**config.mk**
```make
export PLATFORM = sky130hd
export DESIGN_NAME = zip_traditional_stream_cipher_unit_flat
export DESIGN_NICKNAME = d
export VERILOG_FILES = /design/src/zts_pkg.sv /design/src/zts_in_if.sv /design/src/zts_out_if.sv /design/src/zts_cfg_if.sv /design/src/zts_ctrl.sv /design/src/zts_datapath.sv /design/src/zip_traditional_stream_cipher_unit.sv /design/src/flat_wrapper.sv
export SDC_FILE = /design/constraint.sdc
export NUM_CORES = 1
export LEC_CHECK = 0
export ABC_AREA = 1
export BUFFER_PORTS_ARGS = -buffer_cell sky130_fd_sc_hd__buf_2
export CORE_MARGIN = 8
export CORE_UTILIZATION = 45
export DETAILED_ROUTE_END_ITERATION = 16
export PLACE_DENSITY = 0.67
export SETUP_SLACK_MARGIN = 0.4
export SLEW_MARGIN = 20
export SYNTH_ARGS = -nofsm -noshare
export SYNTH_HDL_FRONTEND = slang
export SYNTH_SLANG_ARGS = --single-unit
```
**constraint.sdc**
```tcl
create_clock -name clk -period 8.1 [get_ports clk]
set_input_delay 1.62 -clock clk [delete_from_list [all_inputs] [get_ports clk]]
set_output_delay 1.62 -clock clk [all_outputs]
set_load 0.1 [all_outputs]
```
**src/zts_pkg.sv**
```systemverilog
// package: types, constants and key-schedule functions for the zip stream cipher
package zts_pkg;

    localparam logic [31:0] KEY_CRC_FIRST_INIT  = 32'd305419896;
    localparam logic [31:0] KEY_LCG_INIT        = 32'd591751049;
    localparam logic [31:0] KEY_CRC_SECOND_INIT = 32'd878082192;
    localparam logic [31:0] LCG_MULT            = 32'd134775813;
    localparam logic [31:0] CRC_POLY            = 32'hEDB88320;

    typedef enum logic [1:0] {
        ACT_RESTART  = 2'd0,
        ACT_PASSWORD = 2'd1,
        ACT_ENCRYPT  = 2'd2,
        ACT_DECRYPT  = 2'd3
    } action_t;

    typedef enum logic [1:0] {
        S_IDLE,
        S_STEP1,
        S_STEP2
    } state_t;

    typedef struct packed {
        logic load_item;
        logic restart;
        logic fold_first;
        logic emit;
        logic fold_second;
    } cmd_t;

    typedef struct packed {
        action_t action;
    } status_t;

    // raw reflected crc-32 byte step, no inversion
    function automatic logic [31:0] crc_step(input logic [31:0] crc, input logic [7:0] b);
        logic [31:0] r;
        r = crc ^ {24'd0, b};
        for (int i = 0; i < 8; i++) begin
            r = r[0] ? ((r >> 1) ^ CRC_POLY) : (r >> 1);
        end
        return r;
    endfunction

    function automatic logic [7:0] stream_byte(input logic [31:0] key);
        logic [15:0] t;
        logic [31:0] prod;
        t    = key[15:0] | 16'h0002;
        prod = 32'(t) * 32'(t ^ 16'h0001);
        return prod[15:8];
    endfunction

endpackage

```
**src/zts_in_if.sv**
```systemverilog
// interface: input item channel
interface zts_in_if;
    logic       valid;
    logic       ready;
    logic [1:0] action;
    logic [7:0] data_byte;

    modport source (output valid, output action, output data_byte, input ready);
    modport sink   (input valid, input action, input data_byte, output ready);
endinterface

```
**src/zts_out_if.sv**
```systemverilog
// interface: result item channel
interface zts_out_if;
    logic       valid;
    logic       ready;
    logic [7:0] out_byte;
    logic       check_match;

    modport source (output valid, output out_byte, output check_match, input ready);
    modport sink   (input valid, input out_byte, input check_match, output ready);
endinterface

```
**src/zts_cfg_if.sv**
```systemverilog
// interface: check byte write channel
interface zts_cfg_if;
    logic       valid;
    logic       ready;
    logic [7:0] check_byte;

    modport source (output valid, output check_byte, input ready);
    modport sink   (input valid, input check_byte, output ready);
endinterface

```
**src/zts_ctrl.sv**
```systemverilog
// controller: sequencing of the two key-update steps and the result buffer
module zts_ctrl
    import zts_pkg::*;
(
    input  logic    clk,
    input  logic    rst_n,
    input  logic    in_valid,
    output logic    in_ready,
    output logic    out_valid,
    input  logic    out_ready,
    input  status_t status,
    output cmd_t    cmd
);

    state_t state_reg;
    state_t state_next;
    logic   out_valid_reg;
    logic   out_valid_next;
    logic   in_fire;
    logic   out_free;
    logic   need_result;

    always_ff @(posedge clk or negedge rst_n)
    begin
        if (!rst_n)
        begin
            state_reg     <= S_IDLE;
            out_valid_reg <= 1'b0;
        end
        else
        begin
            state_reg     <= state_next;
            out_valid_reg <= out_valid_next;
        end
    end

    always_comb
    begin
        in_ready    = (state_reg == S_IDLE) || (state_reg == S_STEP2);
        in_fire     = in_valid && in_ready;
        out_free    = !out_valid_reg || out_ready;
        need_result = status.action inside {ACT_ENCRYPT, ACT_DECRYPT};
        cmd         = '0;
        state_next  = state_reg;
        case (state_reg)
            S_IDLE:
            begin
                if (in_fire)
                begin
                    cmd.load_item = 1'b1;
                    state_next    = S_STEP1;
                end
            end
            S_STEP1:
            begin
                if (status.action == ACT_RESTART)
                begin
                    cmd.restart = 1'b1;
                    state_next  = S_IDLE;
                end
                else if (!need_result || out_free)
                begin
                    cmd.fold_first = 1'b1;
                    cmd.emit       = need_result;
                    state_next     = S_STEP2;
                end
            end
            S_STEP2:
            begin
                cmd.fold_second = 1'b1;
                if (in_fire)
                begin
                    cmd.load_item = 1'b1;
                    state_next    = S_STEP1;
                end
                else
                begin
                    state_next = S_IDLE;
                end
            end
            default:
            begin
                state_next = S_IDLE;
            end
        endcase
        out_valid_next = cmd.emit ? 1'b1 : (out_ready ? 1'b0 : out_valid_reg);
        out_valid      = out_valid_reg;
    end

    // an accepted item always starts its first step next
    assert property (@(posedge clk) disable iff (!rst_n) in_fire |=> state_reg == S_STEP1)
        else $error("accepted item did not enter first step");

    // a result is never written over one still waiting
    assert property (@(posedge clk) disable iff (!rst_n) cmd.emit |-> out_free)
        else $error("result buffer overwritten");

    // a new result only appears after a first step
    assert property (@(posedge clk) disable iff (!rst_n)
        $rose(out_valid_reg) |-> $past(state_reg == S_STEP1))
        else $error("result raised outside first step");

endmodule

```
**src/zts_datapath.sv**
```systemverilog
// datapath: key registers, keystream byte, item latch, check byte and result buffer
module zts_datapath
    import zts_pkg::*;
(
    input  logic       clk,
    input  logic       rst_n,
    input  logic       cfg_valid,
    input  logic [7:0] cfg_check_byte,
    input  logic [1:0] in_action,
    input  logic [7:0] in_data_byte,
    input  cmd_t       cmd,
    output status_t    status,
    output logic [7:0] out_byte,
    output logic       check_match
);

    logic [31:0] key_crc_first_reg;
    logic [31:0] key_lcg_reg;
    logic [31:0] key_crc_second_reg;
    logic [7:0]  ks_reg;
    logic [7:0]  check_reg;
    action_t     action_reg;
    logic [7:0]  data_reg;
    logic [7:0]  out_byte_reg;
    logic        match_reg;

    logic [7:0]  res_byte;
    logic [7:0]  plain_byte;
    logic [31:0] crc_first_next;
    logic [31:0] lcg_sum;
    logic [31:0] lcg_next;
    logic [31:0] crc_second_next;

    always_comb
    begin
        res_byte        = data_reg ^ ks_reg;
        plain_byte      = (action_reg == ACT_DECRYPT) ? res_byte : data_reg;
        crc_first_next  = crc_step(key_crc_first_reg, plain_byte);
        lcg_sum         = key_lcg_reg + {24'd0, crc_first_next[7:0]};
        lcg_next        = 32'(lcg_sum * LCG_MULT) + 32'd1;
        crc_second_next = crc_step(key_crc_second_reg, key_lcg_reg[31:24]);
    end

    always_ff @(posedge clk or negedge rst_n)
    begin
        if (!rst_n)
        begin
            key_crc_first_reg  <= KEY_CRC_FIRST_INIT;
            key_lcg_reg        <= KEY_LCG_INIT;
            key_crc_second_reg <= KEY_CRC_SECOND_INIT;
            ks_reg             <= stream_byte(KEY_CRC_SECOND_INIT);
            check_reg          <= 8'd0;
        end
        else
        begin
            if (cfg_valid)
            begin
                check_reg <= cfg_check_byte;
            end
            if (cmd.restart)
            begin
                key_crc_first_reg  <= KEY_CRC_FIRST_INIT;
                key_lcg_reg        <= KEY_LCG_INIT;
                key_crc_second_reg <= KEY_CRC_SECOND_INIT;
                ks_reg             <= stream_byte(KEY_CRC_SECOND_INIT);
            end
            if (cmd.fold_first)
            begin
                key_crc_first_reg <= crc_first_next;
                key_lcg_reg       <= lcg_next;
            end
            if (cmd.fold_second)
            begin
                key_crc_second_reg <= crc_second_next;
                ks_reg             <= stream_byte(crc_second_next);
            end
        end
    end

    // payload registers, no reset
    always_ff @(posedge clk)
    begin
        if (cmd.load_item)
        begin
            action_reg <= action_t'(in_action);
            data_reg   <= in_data_byte;
        end
        if (cmd.emit)
        begin
            out_byte_reg <= res_byte;
            match_reg    <= (plain_byte == check_reg);
        end
    end

    assign status.action = action_reg;
    assign out_byte      = out_byte_reg;
    assign check_match   = match_reg;

endmodule

```
**src/zip_traditional_stream_cipher_unit.sv**
```systemverilog
// top level: traditional zip stream cipher engine, one byte per item
//
//  channel  | direction | payload                      | transfer when
//  ---------+-----------+------------------------------+------------------------
//  in_ch    | sink      | action[1:0], data_byte[7:0]  | in_ch.valid && ready
//  out_ch   | source    | out_byte[7:0], check_match   | out_ch.valid && ready
//  cfg_ch   | sink      | check_byte[7:0]              | cfg_ch.valid (ready high)
//
// for each item the first step folds the plaintext into the crc and lcg keys
// (crc byte step, add, 32x32 multiply), the second updates the second crc key and the
// registered keystream byte (crc step, 16x16 multiply); a restart reloads the keys in
// its one step and drops back to idle; the input is ready in idle and during the second
// step, so a new item can be taken while the last finishes its second step; it is never
// ready during a first step
// after reset the keys hold their fixed initial values and check_byte is zero
// a full result buffer stalls an encrypt or decrypt item in its first step, which holds
// the input off until the waiting result transfers; the check byte can be written at any
// time the block is idle
module zip_traditional_stream_cipher_unit
    import zts_pkg::*;
(
    input logic     clk,
    input logic     rst_n,
    zts_in_if.sink  in_ch,
    zts_out_if.source out_ch,
    zts_cfg_if.sink cfg_ch
);

    cmd_t    cmd;
    status_t status;

    // the check byte register accepts every write
    assign cfg_ch.ready = 1'b1;

    // sequencing: accept, first step, second step
    zts_ctrl u_ctrl (
        .clk       (clk),
        .rst_n     (rst_n),
        .in_valid  (in_ch.valid),
        .in_ready  (in_ch.ready),
        .out_valid (out_ch.valid),
        .out_ready (out_ch.ready),
        .status    (status),
        .cmd       (cmd)
    );

    // keys, keystream and result payload
    zts_datapath u_datapath (
        .clk            (clk),
        .rst_n          (rst_n),
        .cfg_valid      (cfg_ch.valid),
        .cfg_check_byte (cfg_ch.check_byte),
        .in_action      (in_ch.action),
        .in_data_byte   (in_ch.data_byte),
        .cmd            (cmd),
        .status         (status),
        .out_byte       (out_ch.out_byte),
        .check_match    (out_ch.check_match)
    );

endmodule

```
**src/flat_wrapper.sv**
```systemverilog
// flat-port wrapper written by rule: the top's interface ports become plain ports
module zip_traditional_stream_cipher_unit_flat import zts_pkg::*;
  (clk, rst_n, in_ch_valid, in_ch_action, in_ch_data_byte, in_ch_ready, out_ch_valid, out_ch_out_byte, out_ch_check_match, out_ch_ready, cfg_ch_valid, cfg_ch_check_byte, cfg_ch_ready);
  zts_in_if in_ch_i ();
  zts_out_if out_ch_i ();
  zts_cfg_if cfg_ch_i ();
  input logic clk;
  input logic rst_n;
  input wire logic [$bits(in_ch_i.valid)-1:0] in_ch_valid;
  input wire logic [$bits(in_ch_i.action)-1:0] in_ch_action;
  input wire logic [$bits(in_ch_i.data_byte)-1:0] in_ch_data_byte;
  output wire logic [$bits(in_ch_i.ready)-1:0] in_ch_ready;
  output wire logic [$bits(out_ch_i.valid)-1:0] out_ch_valid;
  output wire logic [$bits(out_ch_i.out_byte)-1:0] out_ch_out_byte;
  output wire logic [$bits(out_ch_i.check_match)-1:0] out_ch_check_match;
  input wire logic [$bits(out_ch_i.ready)-1:0] out_ch_ready;
  input wire logic [$bits(cfg_ch_i.valid)-1:0] cfg_ch_valid;
  input wire logic [$bits(cfg_ch_i.check_byte)-1:0] cfg_ch_check_byte;
  output wire logic [$bits(cfg_ch_i.ready)-1:0] cfg_ch_ready;
  assign in_ch_i.valid = in_ch_valid;
  assign in_ch_i.action = in_ch_action;
  assign in_ch_i.data_byte = in_ch_data_byte;
  assign in_ch_ready = in_ch_i.ready;
  assign out_ch_valid = out_ch_i.valid;
  assign out_ch_out_byte = out_ch_i.out_byte;
  assign out_ch_check_match = out_ch_i.check_match;
  assign out_ch_i.ready = out_ch_ready;
  assign cfg_ch_i.valid = cfg_ch_valid;
  assign cfg_ch_i.check_byte = cfg_ch_check_byte;
  assign cfg_ch_ready = cfg_ch_i.ready;
  zip_traditional_stream_cipher_unit u_core (.clk(clk), .rst_n(rst_n), .in_ch(in_ch_i), .out_ch(out_ch_i), .cfg_ch(cfg_ch_i));
endmodule
```
==> flow_metrics.py, run 1 <==
metrics = {
    "synthesis": {
        "yosys-top-cells-count": "inv_1, nand2_1, ha_1, xor2_1, fa_1",
        "synth_xor_area_frac": 0.107,
        "yosysSeqAreaShare": 0.229,
        "ys_top_cells_by_area": "fa_1, ha_1, dfrtp_1, inv_1, nand2_1",
        "yosys.area_share.simple": 0.159,
        "syn-cell-area_um2": 15300,
        "synth_adder_area_share": 0.291,
        "syn_area_per_cell_um2": 7.95,
        "synth_mux_area_frac": 0.00147,
        "ys_async_sr_fraction": 0.858,
        "syn_inst": 1926,
        "synth_compound_area_frac": 0.0893,
        "synth_area_leader_cell": "fa_1",
        "yosys_warnings": 0,
        "synth_seq_cells": 134,
        "synth.top_cell.area_share": 0.154,
        "ys.flop_type": "dfrtp_1",
        "synth_top_family_by_area": "adder cells",
        "yosysMostFrequentCell": "inv_1",
        "ys_types": 51,
        "synth_edf_count": 19,
    },
    "floorplan": {
        "start_util": 0.457,
        "dieArea_um2": 40200,
        "coreArea_um2": 33500,
        "die_x_um": 200,
        "rows": 67,
        "ios": 35,
        "die_y_um": 200,
    },
    "clocking": {
        "root_buffer": "clkbuf_16",
        "cts_buffers": 17,
        "cts_num_sinks": 134,
        "insertion_delay_ns": 0.42,
        "clockBufferDepth": 2,
        "ctsHtreeMaxLevel": 4,
        "cts.clk_slew.worst_paths_ns": 0.06,
        "cts_tree": "done",
    },
    "timing": {
        "max_freq_ghz": 0.133,
        "hold_viol": 0,
        "tightest_slew_ns": 0.929,
        "finalCritPeriodShare": 0.928,
        "slew_headroom": 0.379,
        "period_needed_ns": 7.52,
        "final_max_slew_viol_count": 0,
        "setup_viol": 0,
        "grt_setup_unrepaired": "true",
        "fin_setup_tns_ns": 0,
        "final.setup_skew_ns": 0.0103,
    },
    "placed_design": {
        "hpwl_um": 30200,
        "finalWeightedCongestion": 0.950,
        "io_buffers": 33,
        "dpl_cell_area_um2": 16200,
        "dp.cells": 2413,
    },
    "route": {
        "dr_total_vias": 12600,
        "ant_nets": 0,
        "routedWlPerCell_um": 16.1,
        "drt_iter0_markers": 851,
        "viasPerCell": 5.12,
        "route.detailed.drc": 0,
        "routed_wl_um": 39600,
        "dr.pass1.iters": 5,
    },
    "critical_path": {
        "slowest_delay_ns": 0.57,
        "critical_path_required_ns": 8.41,
        "arrival_ns": 7.83,
        "crit_path_end_kind": "register",
        "cp_slowest_cell": "dfstp_2",
        "path_class": "reg -> reg",
        "cpMostUsedCell": "inv_1",
        "crit_path_max_fanout": 9,
        "cp-start-kind": "register",
    },
    "worst_hold_path": {
        "worst_hold_path_type": "reg -> reg",
    },
    "final_layout": {
        "fin_area_um2": 17400,
        "nets": 2313,
        "finalNonFillerCells": 2465,
        "drive_above_1_share": 0.126,
        "diodes": 0,
        "syn2layout_area_growth_pct": 13.3,
    },
    "grt": {
        "grt_pass1_vias": 12800,
        "overflow": 0,
        "grt_use_total": 0.193,
        "antenna_found_initial": 0,
        "grt_max_degree": 74,
        "grt_pass1_wl_um": 63900,
    },
    "status": {
        "outcome": "finished clean",
    },
    "flow_run": {
        "max_cap_viol_count": 0,
    },
}
==> cell type report <==
cell class	count	area, µm²
fill	3104	16200
clock inverter	14	159
tap	448	561
clock buffer	18	450
timing repair buffer	84	594
sequential	134	3500
multi-input combinational	1297	10300
inverter	470	1770
==> through the flow <==
step	hold WS [ns]	utilization	setup WS, ns
after floorplan	0.458	-	0.547
after global placement	0.476	0.482	0.370
after detailed placement	0.487	0.482	0.132
after CTS	0.497	0.503	0.401
after global routing	0.531	0.518	0.232
final	0.494	0.518	0.581
==> timing repair <==
item | in CTS | in global routing
setup buffers | 5 | 14
resized for setup | 14 | 61
pin swaps | 3 | 22
setup endpoints to repair | 4 | 9
hold buffers | 0 | 0
==> kinds of logic after synthesis <==
logic type / after synthesis
AO/OA/AOI/OAI: 237
multiplexers: 2
buffers and inverters: 496
other: 1
flip-flops: 134
adder cells (fa/ha/maj): 286
AND/OR/NAND/NOR: 593
XOR/XNOR: 177
==> layer usage <==
layer	global-route usage	share of wire
met1	0.250	0.45
met2	0.331	0.48
met3	0.0336	0.053
met4	0.0476	0.017
met5	0	0
==> worst max-delay path: cells and delay by family (launching register included) <==
| family | cells | cell delay, ns |
|---|---|---|
| AO/OA/AOI/OAI | 5 | 0.87 |
| XOR/XNOR | 5 | 1.20 |
| adder cells (fa/ha/maj) | 7 | 2.92 |
| buffers and inverters | 10 | 0.77 |
| flip-flops | 1 | 0.57 |
| AND/OR/NAND/NOR | 11 | 1.08 |
==> path summary, 6_finish.rpt <==
check / slack [ns] / startpoint / cells past startpoint / endpoint
setup / recovery: 0.58 / u_core.u_datapath.ks_reg[0]$_DFFE_PN1P_ / 38 / u_core.u_datapath.key_lcg_reg[31]$_DFFE_PN0P_
hold / removal: 0.49 / u_core.u_datapath.key_crc_first_reg[5]$_DFFE_PN1P_ / 2 / u_core.u_datapath.key_crc_first_reg[5]$_DFFE_PN1P_
setup reg to reg: 0.58 / u_core.u_datapath.ks_reg[0]$_DFFE_PN1P_ / 38 / u_core.u_datapath.key_lcg_reg[31]$_DFFE_PN0P_
hold reg to reg: 0.49 / u_core.u_datapath.key_crc_first_reg[5]$_DFFE_PN1P_ / 2 / u_core.u_datapath.key_crc_first_reg[5]$_DFFE_PN1P_
max in group asynchronous: 5.81 / rst_n / 3 / u_core.u_datapath.key_crc_second_reg[4]$_DFFE_PN1P_
min in group asynchronous: 1.18 / rst_n / 1 / u_core.u_datapath.key_crc_first_reg[31]$_DFFE_PN0P_
==> layout by cell type (no fill, tap or decap), types with 48 or more instances in the layout <==
| cell type | n |
|---|---|
| nor2_1 | 92 |
| xor2_1 | 114 |
| fa_1 | 117 |
| ha_1 | 160 |
| nand2_1 | 367 |
| o21ai_0 | 80 |
| dfrtp_1 | 70 |
| buf_4 | 48 |
| a21oi_1 | 65 |
| inv_1 | 462 |
| nand3_1 | 66 |
Power of run 1 is left out: the tool's default activity adds up to more than one toggle a clock period on the data nets, which glitch-free logic cannot reach.
==> run 2: changes to the inputs <==
--- a/config.mk
+++ b/config.mk
@@ -7,10 +7,11 @@
 export LEC_CHECK = 0
 export ABC_AREA = 1
 export BUFFER_PORTS_ARGS = -buffer_cell sky130_fd_sc_hd__buf_2
+export CORE_ASPECT_RATIO = 0.7
 export CORE_MARGIN = 8
-export CORE_UTILIZATION = 45
+export CORE_UTILIZATION = 59
 export DETAILED_ROUTE_END_ITERATION = 16
-export PLACE_DENSITY = 0.67
+export PLACE_DENSITY = 0.83
 export SETUP_SLACK_MARGIN = 0.4
 export SLEW_MARGIN = 20
 export SYNTH_ARGS = -nofsm -noshare
==> run 2 against run 1 <==
Net effect:
- first-iteration DRC count is 90% higher
- final area down 1.1%
- via count is 7.6% higher
- worst hold slack improved by 0.014 ns
==> flow_metrics.py, run 2 (synthesized netlist as in run 1, its figures left out) <==
metrics = {
    "flow_run": {
        "max_cap_viol_count": 0,
    },
    "timing": {
        "period_needed_ns": 7.69,
        "max_freq_ghz": 0.130,
        "hold_viol": 0,
        "setup_viol": 0,
        "finalCritPeriodShare": 0.950,
        "final.setup_skew_ns": 0.0156,
        "tightest_slew_ns": 1.15,
        "grt_setup_unrepaired": "true",
        "final_max_slew_viol_count": 0,
        "fin_setup_tns_ns": 0,
        "slew_headroom": 0.228,
        "hold_ws_ns": 0.508,
    },
    "route": {
        "viasPerCell": 5.79,
        "routedWlPerCell_um": 18.4,
        "dr_total_vias": 13600,
        "routed_wl_um": 43200,
        "route.detailed.drc": 0,
        "drt_iter0_markers": 1620,
        "ant_nets": 0,
        "dr.pass1.iters": 7,
    },
    "critical_path": {
        "slowest_delay_ns": 0.60,
        "crit_path_end_kind": "register",
        "crit_path_max_fanout": 5,
        "cp_slowest_cell": "fa_1",
        "arrival_ns": 8.01,
        "path_class": "reg -> reg",
        "cp-start-kind": "register",
        "critical_path_required_ns": 8.42,
    },
    "placed_design": {
        "hpwl_um": 31200,
        "io_buffers": 33,
        "finalWeightedCongestion": 0.969,
    },
    "clocking": {
        "root_buffer": "clkbuf_16",
        "insertion_delay_ns": 0.43,
        "clockBufferDepth": 2,
        "cts_buffers": 17,
        "ctsHtreeMaxLevel": 4,
        "cts.clk_slew.worst_paths_ns": 0.07,
        "cts_tree": "done",
        "postCtsHoldBufs": 0,
        "cts_num_sinks": 134,
    },
    "floorplan": {
        "rows": 49,
        "ios": 35,
        "coreArea_um2": 25600,
        "dieArea_um2": 31500,
        "die_x_um": 209,
        "die_y_um": 151,
        "start_util": 0.598,
    },
    "final_layout": {
        "nFillCells": 1881,
        "seqCellArea_um2": 3500,
        "layout_commonest_cell": "inv_1",
        "syn2layout_area_growth_pct": 12.1,
        "diodes": 0,
        "multi_input_comb_area_um2": 10300,
        "nets": 2312,
        "final_cell_mix": "inv_1, nand2_1, ha_1",
        "drive_above_1_share": 0.121,
    },
    "grt": {
        "overflow": 0,
        "grt_pass1_vias": 13100,
        "antenna_found_initial": 0,
        "grt_pass1_wl_um": 66300,
        "grt_use_total": 0.261,
        "grt_max_degree": 86,
    },
    "status": {
        "outcome": "finished clean",
    },
    "worst_hold_path": {
        "worst_hold_path_type": "reg -> reg",
    },
}
==> run 2: final cells by class <==
type,instances,area share
well taps,331,0.0241
multi-input cells,1297,0.601
inverters,470,0.103
clock buffers,18,0.0250
repair buffers,83,0.0328
clock inverters,14,0.00969
flip-flops and latches,134,0.204
==> run 2: final timing paths <==
path                                                               from                                       endpoint  slack, ns  cells after the start
hold reg to reg            u_core.u_datapath.key_lcg_reg[6]$_DFFE_PN0P_   u_core.u_datapath.key_lcg_reg[6]$_DFFE_PN0P_       0.51                      2
min in group asynchronous                                         rst_n     u_core.u_datapath.check_reg[6]$_DFFE_PN0P_       1.12                      1
hold / removal             u_core.u_datapath.key_lcg_reg[6]$_DFFE_PN0P_   u_core.u_datapath.key_lcg_reg[6]$_DFFE_PN0P_       0.51                      2
setup reg to reg                u_core.u_datapath.ks_reg[5]$_DFFE_PN1P_  u_core.u_datapath.key_lcg_reg[31]$_DFFE_PN0P_       0.41                     44
setup / recovery                u_core.u_datapath.ks_reg[5]$_DFFE_PN1P_  u_core.u_datapath.key_lcg_reg[31]$_DFFE_PN0P_       0.41                     44
max in group asynchronous                                         rst_n  u_core.u_datapath.key_lcg_reg[28]$_DFFE_PN0P_       5.84                      2
==> run 2: timing repair <==
item | 4_1_cts | 5_1_grt
setup endpoints to repair | 10 | 15
endpoints found under the hold margin | 0 | 0
gates resized for setup | 18 | 55
setup buffers | 6 | 20
pin swaps | 4 | 23
==> run 2: stage by stage <==
stage          setup slack [ns]  std cells  instance area [µm²]  utilization
2_1_floorplan             0.547       1927                15300            -
3_3_place_gp              0.392       2289                16000        0.623
5_1_grt                  0.0795       2347                17200        0.670
6_report                  0.408       2347                17200        0.670
4_1_cts                   0.400       2327                16700        0.652
3_5_place_dp              0.108       2289                16000        0.623
==> run 2: critical path: cells and delay by family, from the launching register on <==
| family | cells | cell delay [ns] |
|---|---|---|
| buffers and inverters | 8 | 0.58 |
| AO/OA/AOI/OAI | 4 | 0.72 |
| AND/OR/NAND/NOR | 23 | 2.85 |
| XOR/XNOR | 3 | 0.55 |
| adder cells (fa/ha/maj) | 6 | 2.29 |
| flip-flops | 1 | 0.55 |
==> run 2: layer usage <==
metal  part of all wire  vias to the layer above  global-route usage
li1                   -                     6109                   -
met1               0.41                     6355               0.365
met2               0.44                      945               0.407
met3               0.13                      170              0.0697
met4              0.029                        0              0.0548
met5                  0                        -                   0
Power of run 2 is left out for the same reason.
